File: config.mk
export PLATFORM = sky130hd
export DESIGN_NAME = charset_word_enumerator_core
export DESIGN_NICKNAME = d
export VERILOG_FILES = /design/src/hdl/cwe_pkg.sv /design/src/hdl/cwe_divider.sv /design/src/hdl/cwe_digit_store.sv /design/src/hdl/charset_word_enumerator_core.sv
export SDC_FILE = /design/constraint.sdc
export NUM_CORES = 1
export LEC_CHECK = 0
export BUFFER_PORTS_ARGS = -buffer_cell sky130_fd_sc_hd__buf_2
export CORE_MARGIN = 2
export CORE_UTILIZATION = 35
export CTS_CLUSTER_DIAMETER = 80
export CTS_CLUSTER_SIZE = 30
export DETAILED_ROUTE_END_ITERATION = 7
export SYNTH_ARGS = -nofsm -noshare
export SYNTH_HDL_FRONTEND = slang
export SYNTH_SLANG_ARGS = --single-unit
File: constraint.sdc
create_clock -name clk -period 16.3 [get_ports clk]
set_clock_uncertainty 0.15 [all_clocks]
set_input_delay 0.815 -clock clk [delete_from_list [all_inputs] [get_ports clk]]
set_output_delay 0.815 -clock clk [all_outputs]
set_load 0.01 [all_outputs]
File: src/hdl/cwe_pkg.sv
`timescale 1ns / 1ps
// ---------------------------------------------------------------------------
// cwe_pkg
// Shared types, sizes and helpers for the candidate word enumerator.
// ---------------------------------------------------------------------------
package cwe_pkg;

  localparam int MAX_WORD   = 16;
  localparam int MAX_RANGES = 4;
  localparam int POS_W      = $clog2(MAX_WORD);
  localparam int LEN_W      = 5;
  localparam int CFG_W      = 32;
  localparam int CFG_IDX_W  = 3;
  localparam int SUM_W      = 10;
  localparam int OFF_W      = 64;
  localparam int DCNT_W     = $clog2(OFF_W);

  // register indexes
  localparam logic [CFG_IDX_W-1:0] REG_RANGE_COUNT  = 3'd0;
  localparam logic [CFG_IDX_W-1:0] REG_RANGE_STARTS = 3'd1;
  localparam logic [CFG_IDX_W-1:0] REG_RANGE_SIZES  = 3'd2;
  localparam logic [CFG_IDX_W-1:0] REG_MIN_LENGTH   = 3'd3;
  localparam logic [CFG_IDX_W-1:0] REG_WORD_LENGTH  = 3'd4;

  // request codes
  localparam logic REQ_LOAD = 1'b0;
  localparam logic REQ_STEP = 1'b1;

  typedef struct packed {
    logic             req_type;
    logic [OFF_W-1:0] start_offset;
  } in_item_t;

  typedef struct packed {
    logic [6:0]       out_char;
    logic [POS_W-1:0] char_position;
    logic             overflow;
    logic             last;
  } out_item_t;

  // one stored position: range index and offset within the range
  typedef struct packed {
    logic [1:0] range_index;
    logic [6:0] char_offset;
  } digit_t;

  // access to the digit store
  typedef struct packed {
    logic             clear;
    logic [POS_W-1:0] rd_addr;
    logic             we;
    logic [POS_W-1:0] wr_addr;
    digit_t           wr_data;
  } store_req_t;

  // effective size of range r: 0 reads as 1, above 128 reads as 128
  function automatic logic [7:0] range_size(input logic [31:0] sizes, input logic [1:0] r);
    logic [7:0] s;
    s = sizes[r*8 +: 8];
    if (s == 8'd0) s = 8'd1;
    if (s > 8'd128) s = 8'd128;
    return s;
  endfunction

  function automatic logic [6:0] range_start(input logic [27:0] starts, input logic [1:0] r);
    return starts[r*7 +: 7];
  endfunction

endpackage

File: src/hdl/cwe_divider.sv
`timescale 1ns / 1ps
// ---------------------------------------------------------------------------
// cwe_divider
// Restoring serial divider: 64-bit dividend by a 10-bit divisor, one
// quotient bit per cycle.
// ---------------------------------------------------------------------------
module cwe_divider
  import cwe_pkg::*;
(
  input  logic             clk,
  input  logic             rst_n,
  input  logic             start,
  input  logic [OFF_W-1:0] dividend,
  input  logic [SUM_W-1:0] divisor,
  output logic             busy,
  output logic             done,
  output logic [OFF_W-1:0] quotient,
  output logic [SUM_W-1:0] remainder
);

  logic              busy_r, busy_nxt;
  logic              done_r, done_nxt;
  logic [DCNT_W-1:0] cnt_r, cnt_nxt;
  logic [OFF_W-1:0]  q_r, q_nxt;
  logic [SUM_W-1:0]  rem_r, rem_nxt;
  logic [SUM_W:0]    trial;

  // load on start, else one shift-subtract step while busy
  always_comb begin
    busy_nxt = busy_r;
    done_nxt = 1'b0;
    cnt_nxt  = cnt_r;
    q_nxt    = q_r;
    rem_nxt  = rem_r;
    trial    = {rem_r, q_r[OFF_W-1]};
    if (start) begin
      busy_nxt = 1'b1;
      cnt_nxt  = '0;
      q_nxt    = dividend;
      rem_nxt  = '0;
    end else if (busy_r) begin
      if (trial >= {1'b0, divisor}) begin
        rem_nxt = SUM_W'(trial - {1'b0, divisor});
        q_nxt   = {q_r[OFF_W-2:0], 1'b1};
      end else begin
        rem_nxt = trial[SUM_W-1:0];
        q_nxt   = {q_r[OFF_W-2:0], 1'b0};
      end
      cnt_nxt = cnt_r + 1'b1;
      if (cnt_r == DCNT_W'(OFF_W - 1)) begin
        busy_nxt = 1'b0;
        done_nxt = 1'b1;
      end
    end
  end

  always_ff @(posedge clk) begin
    if (!rst_n) begin
      busy_r <= 1'b0;
      done_r <= 1'b0;
      cnt_r  <= '0;
    end else begin
      busy_r <= busy_nxt;
      done_r <= done_nxt;
      cnt_r  <= cnt_nxt;
    end
    q_r   <= q_nxt;
    rem_r <= rem_nxt;
  end

  assign busy      = busy_r;
  assign done      = done_r;
  assign quotient  = q_r;
  assign remainder = rem_r;

endmodule

File: src/hdl/cwe_digit_store.sv
`timescale 1ns / 1ps
// ---------------------------------------------------------------------------
// cwe_digit_store
// Synchronous memory of word positions with per-entry valid bits; an entry
// that is not valid reads as the first character of range 0.
// ---------------------------------------------------------------------------
module cwe_digit_store
  import cwe_pkg::*;
(
  input  logic       clk,
  input  logic       rst_n,
  input  store_req_t req,
  output digit_t     rd_digit
);

  digit_t              mem [MAX_WORD];
  logic [MAX_WORD-1:0] vld_r;
  digit_t              rdata_r;
  logic                rvld_r;

  // memory write and registered read
  always_ff @(posedge clk) begin
    if (req.we) begin
      mem[req.wr_addr] <= req.wr_data;
    end
    rdata_r <= mem[req.rd_addr];
  end

  // valid bits; a load clears the whole word at once
  always_ff @(posedge clk) begin
    if (!rst_n) begin
      vld_r  <= '0;
      rvld_r <= 1'b0;
    end else begin
      if (req.clear) begin
        vld_r <= '0;
      end else if (req.we) begin
        vld_r[req.wr_addr] <= 1'b1;
      end
      rvld_r <= vld_r[req.rd_addr];
    end
  end

  assign rd_digit = rvld_r ? rdata_r : '0;

endmodule

File: src/hdl/charset_word_enumerator_core.sv
`timescale 1ns / 1ps
// ---------------------------------------------------------------------------
// charset_word_enumerator_core
// Mixed-radix word enumerator over up to four character ranges.
// ---------------------------------------------------------------------------
// One item is taken at a time. A step item reads and writes back one word
// position per cycle in the digit store, from the right until the carry
// stops, then streams the active characters at one per cycle while the
// output is not stalled. A load item runs the serial divider once per
// written digit. A load with zero offset and zero min_length returns no
// items.
module charset_word_enumerator_core
  import cwe_pkg::*;
(
  input  logic                 clk,
  input  logic                 rst_n,
  input  logic                 in_valid,
  output logic                 in_ready,
  input  in_item_t             in_item,
  output logic                 out_valid,
  input  logic                 out_ready,
  output out_item_t            out_item,
  input  logic                 cfg_we,
  input  logic [CFG_IDX_W-1:0] cfg_index,
  input  logic [CFG_W-1:0]     cfg_data
);

  typedef enum logic [2:0] {
    S_IDLE, S_SRD, S_SMOD, S_LCHK, S_DIV, S_LWR, S_ERD, S_EOUT
  } state_t;

  state_t           state_r, state_nxt;
  logic [2:0]       range_count_r;
  logic [27:0]      range_starts_r;
  logic [31:0]      range_sizes_r;
  logic [LEN_W-1:0] min_length_r;
  logic [LEN_W-1:0] word_length_r;

  logic [LEN_W-1:0] len_r, len_nxt;
  logic [POS_W-1:0] w_r, w_nxt;
  logic             wneg_r, wneg_nxt;
  logic             ovf_r, ovf_nxt;
  logic [OFF_W-1:0] off_r, off_nxt;
  logic             out_valid_r, out_valid_nxt;
  out_item_t        out_item_r, out_item_nxt;

  logic [2:0]       cnt;
  logic [LEN_W-1:0] size;
  logic [LEN_W-1:0] first;
  logic [SUM_W-1:0] sum;
  store_req_t       sreq;
  digit_t           dg;
  logic             div_start, div_busy, div_done;
  logic [OFF_W-1:0] div_q;
  logic [SUM_W-1:0] div_rem;
  logic [SUM_W-1:0] dsub;
  logic [1:0]       dr;
  logic [2:0]       idx;
  logic [7:0]       o_inc;
  logic             can_load;

  // configuration registers
  always_ff @(posedge clk) begin
    if (!rst_n) begin
      range_count_r  <= 3'd1;
      range_starts_r <= 28'd48;
      range_sizes_r  <= 32'd10;
      min_length_r   <= 5'd1;
      word_length_r  <= 5'd16;
    end else if (cfg_we) begin
      unique case (cfg_index)
        REG_RANGE_COUNT:  range_count_r  <= cfg_data[2:0];
        REG_RANGE_STARTS: range_starts_r <= cfg_data[27:0];
        REG_RANGE_SIZES:  range_sizes_r  <= cfg_data[31:0];
        REG_MIN_LENGTH:   min_length_r   <= cfg_data[4:0];
        REG_WORD_LENGTH:  word_length_r  <= cfg_data[4:0];
        default: ;
      endcase
    end
  end

  // effective settings
  always_comb begin
    cnt = range_count_r;
    if (cnt == 3'd0) cnt = 3'd1;
    if (cnt > 3'(MAX_RANGES)) cnt = 3'(MAX_RANGES);
    size = word_length_r;
    if (size == '0) size = LEN_W'(1);
    if (size > LEN_W'(MAX_WORD)) size = LEN_W'(MAX_WORD);
    sum = '0;
    for (int i = 0; i < MAX_RANGES; i++) begin
      if (3'(i) < cnt) sum = sum + SUM_W'(range_size(range_sizes_r, 2'(i)));
    end
  end

  assign first = size - len_r;

  // split a remainder into range index and offset
  always_comb begin
    dsub = div_rem;
    dr   = '0;
    for (int i = 0; i < MAX_RANGES - 1; i++) begin
      if ((3'(dr) + 3'd1 < cnt) &&
          (dsub >= SUM_W'(range_size(range_sizes_r, dr))) &&
          (dr == 2'(i))) begin
        dsub = dsub - SUM_W'(range_size(range_sizes_r, dr));
        dr   = dr + 2'd1;
      end
    end
  end

  cwe_divider u_div (
    .clk       (clk),
    .rst_n     (rst_n),
    .start     (div_start),
    .dividend  (off_r),
    .divisor   (sum),
    .busy      (div_busy),
    .done      (div_done),
    .quotient  (div_q),
    .remainder (div_rem)
  );

  cwe_digit_store u_store (
    .clk      (clk),
    .rst_n    (rst_n),
    .req      (sreq),
    .rd_digit (dg)
  );

  assign idx      = {1'b0, dg.range_index};
  assign o_inc    = {1'b0, dg.char_offset} + 8'd1;
  assign can_load = !out_valid_r || out_ready;
  assign in_ready = (state_r == S_IDLE);

  // request sequencer
  always_comb begin
    state_nxt     = state_r;
    len_nxt       = len_r;
    w_nxt         = w_r;
    wneg_nxt      = wneg_r;
    ovf_nxt       = ovf_r;
    off_nxt       = off_r;
    out_valid_nxt = out_valid_r;
    out_item_nxt  = out_item_r;
    div_start     = 1'b0;
    sreq          = '0;
    sreq.rd_addr  = w_r;
    sreq.wr_addr  = w_r;

    if (out_valid_r && out_ready) out_valid_nxt = 1'b0;

    unique case (state_r)
      S_IDLE: begin
        if (in_valid) begin
          ovf_nxt  = 1'b0;
          w_nxt    = POS_W'(size - LEN_W'(1));
          wneg_nxt = 1'b0;
          off_nxt  = in_item.start_offset;
          if (in_item.req_type == REQ_LOAD) begin
            sreq.clear = 1'b1;
            len_nxt    = (min_length_r > size) ? size : min_length_r;
            state_nxt  = S_LCHK;
          end else begin
            len_nxt   = (len_r > size) ? size : len_r;
            state_nxt = S_SRD;
          end
        end
      end
      S_SRD: begin
        state_nxt = S_SMOD;
      end
      S_SMOD: begin
        if ({1'b0, w_r} < first) len_nxt = len_r + LEN_W'(1);
        sreq.we = 1'b1;
        if ((idx < cnt) && (o_inc < range_size(range_sizes_r, dg.range_index))) begin
          sreq.wr_data = {dg.range_index, o_inc[6:0]};
          state_nxt    = S_ERD;
        end else if (idx + 3'd1 < cnt) begin
          sreq.wr_data = {dg.range_index + 2'd1, 7'd0};
          state_nxt    = S_ERD;
        end else begin
          sreq.wr_data = '0;
          if (w_r == '0) begin
            ovf_nxt   = 1'b1;
            state_nxt = S_ERD;
          end else begin
            w_nxt        = w_r - 1'b1;
            sreq.rd_addr = w_r - 1'b1;
          end
        end
      end
      S_LCHK: begin
        if (off_r == '0) begin
          state_nxt = S_ERD;
        end else if (wneg_r) begin
          ovf_nxt   = 1'b1;
          state_nxt = S_ERD;
        end else begin
          if ({1'b0, w_r} < first) len_nxt = len_r + LEN_W'(1);
          div_start = 1'b1;
          state_nxt = S_DIV;
        end
      end
      S_DIV: begin
        if (div_done) state_nxt = S_LWR;
      end
      S_LWR: begin
        sreq.we      = 1'b1;
        sreq.wr_data = {dr, dsub[6:0]};
        off_nxt      = div_q;
        if (w_r == '0) wneg_nxt = 1'b1;
        else w_nxt = w_r - 1'b1;
        state_nxt = S_LCHK;
      end
      S_ERD: begin
        w_nxt        = first[POS_W-1:0];
        sreq.rd_addr = first[POS_W-1:0];
        state_nxt    = (len_r == '0) ? S_IDLE : S_EOUT;
      end
      S_EOUT: begin
        if (can_load) begin
          out_valid_nxt              = 1'b1;
          out_item_nxt.out_char      = range_start(range_starts_r, dg.range_index)
                                       + dg.char_offset;
          out_item_nxt.char_position = POS_W'({1'b0, w_r} - first);
          out_item_nxt.overflow      = ovf_r;
          out_item_nxt.last          = ({1'b0, w_r} == size - LEN_W'(1));
          sreq.rd_addr               = w_r + 1'b1;
          w_nxt                      = w_r + 1'b1;
          if ({1'b0, w_r} == size - LEN_W'(1)) state_nxt = S_IDLE;
        end
      end
      default: state_nxt = S_IDLE;
    endcase
  end

  always_ff @(posedge clk) begin
    if (!rst_n) begin
      state_r     <= S_IDLE;
      len_r       <= LEN_W'(1);
      ovf_r       <= 1'b0;
      wneg_r      <= 1'b0;
      out_valid_r <= 1'b0;
    end else begin
      state_r     <= state_nxt;
      len_r       <= len_nxt;
      ovf_r       <= ovf_nxt;
      wneg_r      <= wneg_nxt;
      out_valid_r <= out_valid_nxt;
    end
    w_r        <= w_nxt;
    off_r      <= off_nxt;
    out_item_r <= out_item_nxt;
  end

  assign out_valid = out_valid_r;
  assign out_item  = out_item_r;

  // divider only runs during a load digit
  a_div_in_load: assert property (@(posedge clk) disable iff (!rst_n)
    div_busy |-> (state_r == S_DIV))
    else $error("divider busy outside load division");

  // store writes come only from the step update or the load digit write
  a_write_source: assert property (@(posedge clk) disable iff (!rst_n)
    sreq.we |-> (state_r == S_SMOD || state_r == S_LWR))
    else $error("digit store written in wrong state");

  // streaming only happens for a non-empty word
  a_emit_len: assert property (@(posedge clk) disable iff (!rst_n)
    (state_r == S_EOUT) |-> (len_r != '0 && len_r <= size))
    else $error("streaming with bad word length");

endmodule
# Word level (Yosys, flattened, before mapping)
# Memory sizes are Yosys's and may differ from the RTL's. A register that Yosys moved wholly into a read port is not among the register bits.
# Cells that the tools add are included.
[word_totals] latch_bits=0 mem_count=1 ramBits=144 ff_bits=264 romBits=0
[classes] addsub=22 order_cmp=32 eq_ne=28 bitwise=3 n_shift=4 n_mul=1 n_mux=112 reduce_logical=44 div_mod_pow=0
[mem_list] memory="u_store.mem" depth=16 word_bits=9 rd=1 rd_ports_with_merged_regs=1 wr=1 line_no="cwe_digit_store.sv:16" rtl="digit_t mem [MAX_WORD];"
[op_table] op="8-bit two-way mux" n=32
[op_table] op="64-bit two-way mux" n=3
[op_table] op="64-bit one-hot mux with 2 select lines" n=1
[op_table] op="32-bit by 6-bit indexed part select with 8-bit output" n=3
[op_table] op="8-bit > comparator (second input constant)" n=11
[op_table] op="64-bit logical NOT" n=1
[op_table] op="10-bit two-way mux" n=6
[op_table] op="8-bit logical NOT" n=7
[op_table] op="5-bit two-way mux" n=9
[op_table] op="10-bit by 8-bit adder with 10-bit output" n=3
[op_table] op="10-bit by 8-bit greater-or-equal comparator with 1-bit output" n=3
[op_table] op="3-bit two-way mux" n=10
[op_table] op="28-bit by 6-bit indexed part select with 7-bit output" n=1
[op_table] op="9-bit two-way mux" n=3
[op_table] op="1-bit two-way mux" n=26
[op_table] op="3-bit one-hot mux with 8 select lines" n=1
[op_table] op="7-bit two-way mux" n=3
[op_table] op="4-bit two-way mux" n=5
[op_table] op="2-bit != test (second input constant)" n=10
[op_table] op="4-bit one-hot mux with 5 select lines" n=1
[op_table] op="10-bit by 8-bit subtractor with 10-bit output" n=2
[op_table] op="9-bit one-hot mux with 2 select lines" n=1
[op_table] op="16-bit bitwise OR" n=1
[op_table] op="2-bit AND reduction" n=8
[op_table] op="other kinds (58)" n=95

# Logic depth before layout (Yosys ltp)
[logic_depth] word_depth=31 mapped_depth=41 mapped_depth_nobuf=40

# Hierarchy
# Synthesis repeated with hierarchy kept, for this count alone.
[unflattened] cells_unflattened=2078 area_unflattened_um2=22362.7
[modules_own_cells] module="charset_word_enumerator_core" n_inst=1 seq_area_each_um2=4113.9 cells_each=1479 area_each_um2=12050.3
[modules_own_cells] module="cwe_digit_store" n_inst=1 seq_area_each_um2=4844.6 cells_each=317 area_each_um2=6414.9
[modules_own_cells] module="cwe_divider" n_inst=1 seq_area_each_um2=2282.2 cells_each=282 area_each_um2=3897.5

# Worst setup path after synthesis
# Ideal clock, no wire load.
[synth_timing] path_kind="flip-flop to flip-flop" start="register range_sizes_r[2]" end="memory u_store.mem[0][7] (netlist bit), data pin" path_buffers=2 t_arrival_ns=7.555 t_required_ns=15.764 period_less_slack_ns=8.090 stages_incl_launch_ff=40 path_slack_ns=8.210 path_cell_list="dfxtp_1 nor3_1 a21oi_1 nor2_1 ha_1 inv_1 fa_1 a21o_1 a21oi_1 o211ai_1 o21ai_1 clkbuf_1 clkbuf_1 nand2_1 nand2_1 nand2_1 ha_1 a21o_1 [4 not listed] nor2_1 or3_1 mux2_2 inv_1 o21a_1 ha_1 inv_1 fa_1 a21o_1 a21oi_1 o21bai_1 a21oi_1 o21ai_0 a21oi_1 o221ai_1 o211a_1 o211ai_1 o21ai_0"
[synth_lines] item="start: declaration" line_no="charset_word_enumerator_core.sv:35" rtl="logic [31:0] range_sizes_r;"
[synth_lines] item="start signal: assignment" line_no="charset_word_enumerator_core.sv:74" rtl="REG_RANGE_SIZES: range_sizes_r <= cfg_data[31:0];"
[synth_lines] item="end: declaration" line_no="cwe_digit_store.sv:16"

==> summary.txt <==
Worst setup path
  – Data arrival time of the worst path: 10410 ps
  – Slowest cell on the critical path: sky130_fd_sc_hd__a211oi_1
  – CP bufs+invs: 6
  – Largest delay contributor family on the critical path: compound AO/OA/AOI/OAI gates
  – Critical path type: reg2reg
  – Crit path launch type: flop
  – Sort of element at the end of the critical path: flop
  – Delay contributed by the slowest stage of the critical path: 600 ps
  – Maximum fanout encountered on the critical timing path: 30
  – Critical path required time: 16410 ps
  – Library cell appearing most often on the critical path: sky130_fd_sc_hd__a21oi_1

Floorplanning
  – Width of the die: 260 µm
  – I/O pins: 120
  – Initial core utilization: 35.5%
  – Number of placement rows: 93
  – Die Outline Area: 67700 µm²
  – Std-Cell Core Area: 64700 µm²
  – Die Y-Extent: 260 µm

STA
  – Remaining max-slew budget at the tightest pin: 19.4%
  – Clock period minus final worst setup slack: 10300 ps
  – Final Hold Viols: 0
  – Slew of the pin with the lowest slew margin: 1200 ps
  – Maximum clock rate: 97.1 MHz
  – # setup viols final: 0
  – Slack of the critical path: 6000 ps
  – RSZ-0062 raised after global routing: false
  – Post-route clock period utilization: 63.2%
  – Final TNS setup: 0 ps
  – Total count of max-transition violations in the final report: 0

Synthesis
  – EDFF count, synth: 289
  – Largest cells by area after synthesis: sky130_fd_sc_hd__edfxtp_1 (38%), sky130_fd_sc_hd__dfxtp_1 (11%), sky130_fd_sc_hd__nand2_1 (7.9%), sky130_fd_sc_hd__ha_1 (5.4%), sky130_fd_sc_hd__mux2_2 (3.9%)
  – Warning count from the yosys run: 0
  – Combined area of all synthesized cells: 23000 µm²
  – Number of flip-flops and latches in the synthesized netlist: 417
  – Portion of the post-synthesis area used by sequential elements: 48.9%
  – Proportion of register bits with asynchronous set or reset after synthesis: 0%
  – Gate count of the mapped netlist: 2363
  – Mean post-synth cell area: 9.73 µm²
  – Distinct cells, synth: 85
  – Dominant cell type by area after synthesis: sky130_fd_sc_hd__edfxtp_1
  – Predominant post-synthesis flop cell: sky130_fd_sc_hd__edfxtp_1
  – Top-area cell type share of the netlist area: 37.8%
  – Post-Synthesis Net Count: 2578

Place
  – IO buf count: 119
  – Weighted congestion at the end of routability-driven global placement: 0.946
  – Half-perimeter wire length of the detailed placement result: 46100 µm
  – Pre-CTS setup slack: 6250 ps

Layout
  – Number of fill cells in the layout: 6464
  – P&R area growth vs syn: 10.4%
  – Fraction of final layout cells with drive strength greater than 1: 12.9%
  – Area taken by flip-flops and latches: 11200 µm²
  – Final #Nets: 2637
  – Multi-input gate area: 11000 µm²
  – Utilization after layout: 39.2%

GRT
  – Global-route wire length before repair: 103000 µm
  – Number of antenna violations at the first check in global routing: 2
  – Gr ovfl total: 0
  – Vias in the first global route: 17600
  – Total routing usage reported by global routing: 19.4%
  – Pin count of the biggest net entering global routing: 77

Power
  – Reported net switching power: 1.64 mW
  – Clock share of power: 18.8%
  – Total chip power: 3.93 mW
  – Power per cell area: 155 nW/µm²
  – Static Leakage: 9.57 nW
  – Peak supply drop: 0.0776 mV
  – Power share of the sequential group: 37.5%
  – Switching share of power: 41.6%
  – Combinational share of power: 43.6%
  – Cell Int Power: 2.30 mW

Status
  – Result of the run: finished, final reports clean

Clock network
  – Number of buffers created by CTS: 25
  – Cell chosen for the clock root: sky130_fd_sc_hd__clkbuf_16
  – TritonCTS clock tree: built
  – Number of resized instances in the post-cts repair step: 0
  – Number of buffers inserted by post-CTS setup repair: 0
  – Latest clock arrival within the worst-skew pair: 600 ps
  – Clock input transition at the sequential cells of the worst setup and hold paths: 100 ps
  – Clock Sink Count: 417
  – Hold Buf Count CTS: 0
  – CTS H-tree lvls: 1
  – Buffer depth of the longest clock path: 3

Min path
  – Tightest Hold Check Type: in2reg

Routing
  – Vias per cell: 5.48
  – Remaining DRCs: 0
  – Vias after detailed routing: 18100
  – Sum of routed wire length over all layers: 67000 µm
  – Antenna-violating nets left: 0
  – Detail-routed net length per standard cell: 20.3 µm
  – Number of design-rule violations left by the first detailed-router iteration: 1676
  – DRT Pass-1 Iters: 5

Flow run
  – Max Cap Violations: 0
[layer usage]
| metal | GRT usage (%) | share of wire (%) |
|---|---|---|
| met5 | 0 | 0.010 |
| met3 | 3.41 | 7.6 |
| met1 | 27.9 | 46 |
| met2 | 30.1 | 45 |
| met4 | 5.05 | 2.1 |
[power by group through the flow]
stage / sequential [mW] / clock, mW / combinational [mW]
2_1_floorplan: 1.44 / 0 / 1.26
3_3_place_gp: 1.50 / 0 / 1.67
3_5_place_dp: 1.50 / 0 / 1.69
4_1_cts: 1.48 / 0.762 / 1.70
5_1_grt: 1.50 / 0.794 / 1.89
6_report: 1.48 / 0.741 / 1.72
[cells in the mapped netlist (5+ instances only)]
cell type / count
sky130_fd_sc_hd__nand2_1: 484
sky130_fd_sc_hd__edfxtp_1: 289
sky130_fd_sc_hd__a21oi_1: 164
sky130_fd_sc_hd__nor2_1: 158
sky130_fd_sc_hd__dfxtp_1: 128
sky130_fd_sc_hd__ha_1: 100
sky130_fd_sc_hd__clkbuf_1: 96
sky130_fd_sc_hd__a211oi_1: 95
sky130_fd_sc_hd__inv_1: 81
sky130_fd_sc_hd__mux2_2: 80
sky130_fd_sc_hd__o21ai_0: 64
sky130_fd_sc_hd__and3_1: 52
sky130_fd_sc_hd__nor2b_1: 50
sky130_fd_sc_hd__xnor2_1: 45
sky130_fd_sc_hd__mux2i_1: 39
sky130_fd_sc_hd__nor3_1: 33
sky130_fd_sc_hd__nand3_1: 31
sky130_fd_sc_hd__nor4_1: 28
sky130_fd_sc_hd__a21o_1: 26
sky130_fd_sc_hd__nand4_1: 22
sky130_fd_sc_hd__xor2_1: 19
sky130_fd_sc_hd__o211ai_1: 18
sky130_fd_sc_hd__buf_2: 15
sky130_fd_sc_hd__nor3b_1: 15
sky130_fd_sc_hd__o21bai_1: 15
sky130_fd_sc_hd__a31oi_1: 13
sky130_fd_sc_hd__and2_1: 13
sky130_fd_sc_hd__nand2b_1: 13
sky130_fd_sc_hd__o21a_1: 13
sky130_fd_sc_hd__or4_1: 11
sky130_fd_sc_hd__fa_1: 10
sky130_fd_sc_hd__a21boi_0: 9
sky130_fd_sc_hd__o31ai_1: 9
sky130_fd_sc_hd__or2_2: 8
sky130_fd_sc_hd__buf_1: 7
sky130_fd_sc_hd__o2111ai_1: 6
sky130_fd_sc_hd__or3_1: 6
sky130_fd_sc_hd__a211o_1: 5
sky130_fd_sc_hd__buf_6: 5
sky130_fd_sc_hd__o221ai_1: 5
sky130_fd_sc_hd__o22ai_1: 5
[worst paths after layout]
check,startpoint,endpoint,slack (ps),depth (start not counted)
setup / recovery,range_sizes_r[2]$_SDFFE_PN0P_,u_store.mem[3][0]$_DFFE_PP_,6000,39
hold / removal,cfg_data[29],range_sizes_r[29]$_SDFFE_PN0P_,290,3
setup reg to reg,range_sizes_r[2]$_SDFFE_PN0P_,u_store.mem[3][0]$_DFFE_PP_,6000,39
hold reg to reg,range_starts_r[15]$_SDFFE_PN0P_,range_starts_r[15]$_SDFFE_PN0P_,310,2
[final cells by class]
class	count	share of cell area (%)
flip-flops and latches	417	44.3
multi-input cells	1738	43.2
clock inverters	19	1.06
well taps	855	4.21
clock buffers	27	2.58
inverters	84	1.24
repair buffers	156	3.44
diodes	2	0.0197
[placed cells by master, fill, tap and decap left out, drive strengths merged, types with 8 or more instances in the layout]
cell type | synthesis | layout
edfxtp | 289 | 289
o31ai | 9 | 9
nor2 | 159 | 159
dfxtp | 128 | 128
nand3 | 31 | 31
inv | 82 | 89
xnor2 | 45 | 45
a21o | 26 | 26
a211oi | 95 | 95
a31oi | 15 | 15
nor3 | 34 | 34
nand2 | 486 | 486
clkinv | 2 | 13
nor2b | 50 | 50
o21ai | 68 | 68
or4 | 11 | 11
ha | 100 | 100
buf | 28 | 156
or2 | 8 | 8
and3 | 52 | 52
nand2b | 13 | 13
o211ai | 19 | 19
clkbuf | 96 | 27
o21bai | 15 | 15
o21a | 13 | 13
a21oi | 164 | 164
nor3b | 15 | 15
nor4 | 28 | 28
and2 | 13 | 13
fa | 10 | 10
mux2 | 83 | 83
mux2i | 39 | 39
xor2 | 19 | 19
nand4 | 22 | 22
a21boi | 9 | 9
[through the flow]
step                      area, µm²  cells  hold slack, ps
final                         25400   3298             295
after global placement        24500   3250             287
after floorplan               23000   2363             259
after global routing          25400   3297             272
after CTS                     25400   3296             265
after detailed placement      24500   3250             293
[tightest hold or removal path, delay by kind of cell]
family                 cells  cell delay, ps
buffers and inverters      1             100
AOI/OAI and AO/OA          1              50
and+or+nand+nor            1              50
[state kept, by name, summed over array words and instances, names as in the netlist, 3 cells and up]
| signal | cells |
|---|---|
| range_sizes_r | 32 |
| word_length_r | 5 |
| u_store.vld_r | 16 |
| range_count_r | 3 |
| u_div.cnt_r | 6 |
| u_store.rdata_r | 9 |
| out_item | 13 |
| min_length_r | 5 |
| u_div.quotient | 64 |
| range_starts_r | 28 |
| off_r | 64 |
| u_store.mem | 144 |
| state_r | 3 |
| u_div.remainder | 10 |
| w_r | 4 |
| len_r | 5 |
[cells by family (layout without fill, tap and decap cells)]
kind of cell | count (synthesis) | count (layout) | share of synthesized area (%)
XOR/XNOR | 64 | 64 | 2.44
adder cells (fa/ha/maj) | 110 | 110 | 6.31
multiplexers | 122 | 122 | 5.76
other | 1 | 3 | 0.0163
AND/OR/NAND/NOR | 946 | 946 | 18.8
flip-flops | 417 | 417 | 48.9
AO/OA/AOI/OAI | 495 | 495 | 14.1
buffers and inverters | 208 | 286 | 3.66
Note: power is estimated with default switching activity, not from simulation.
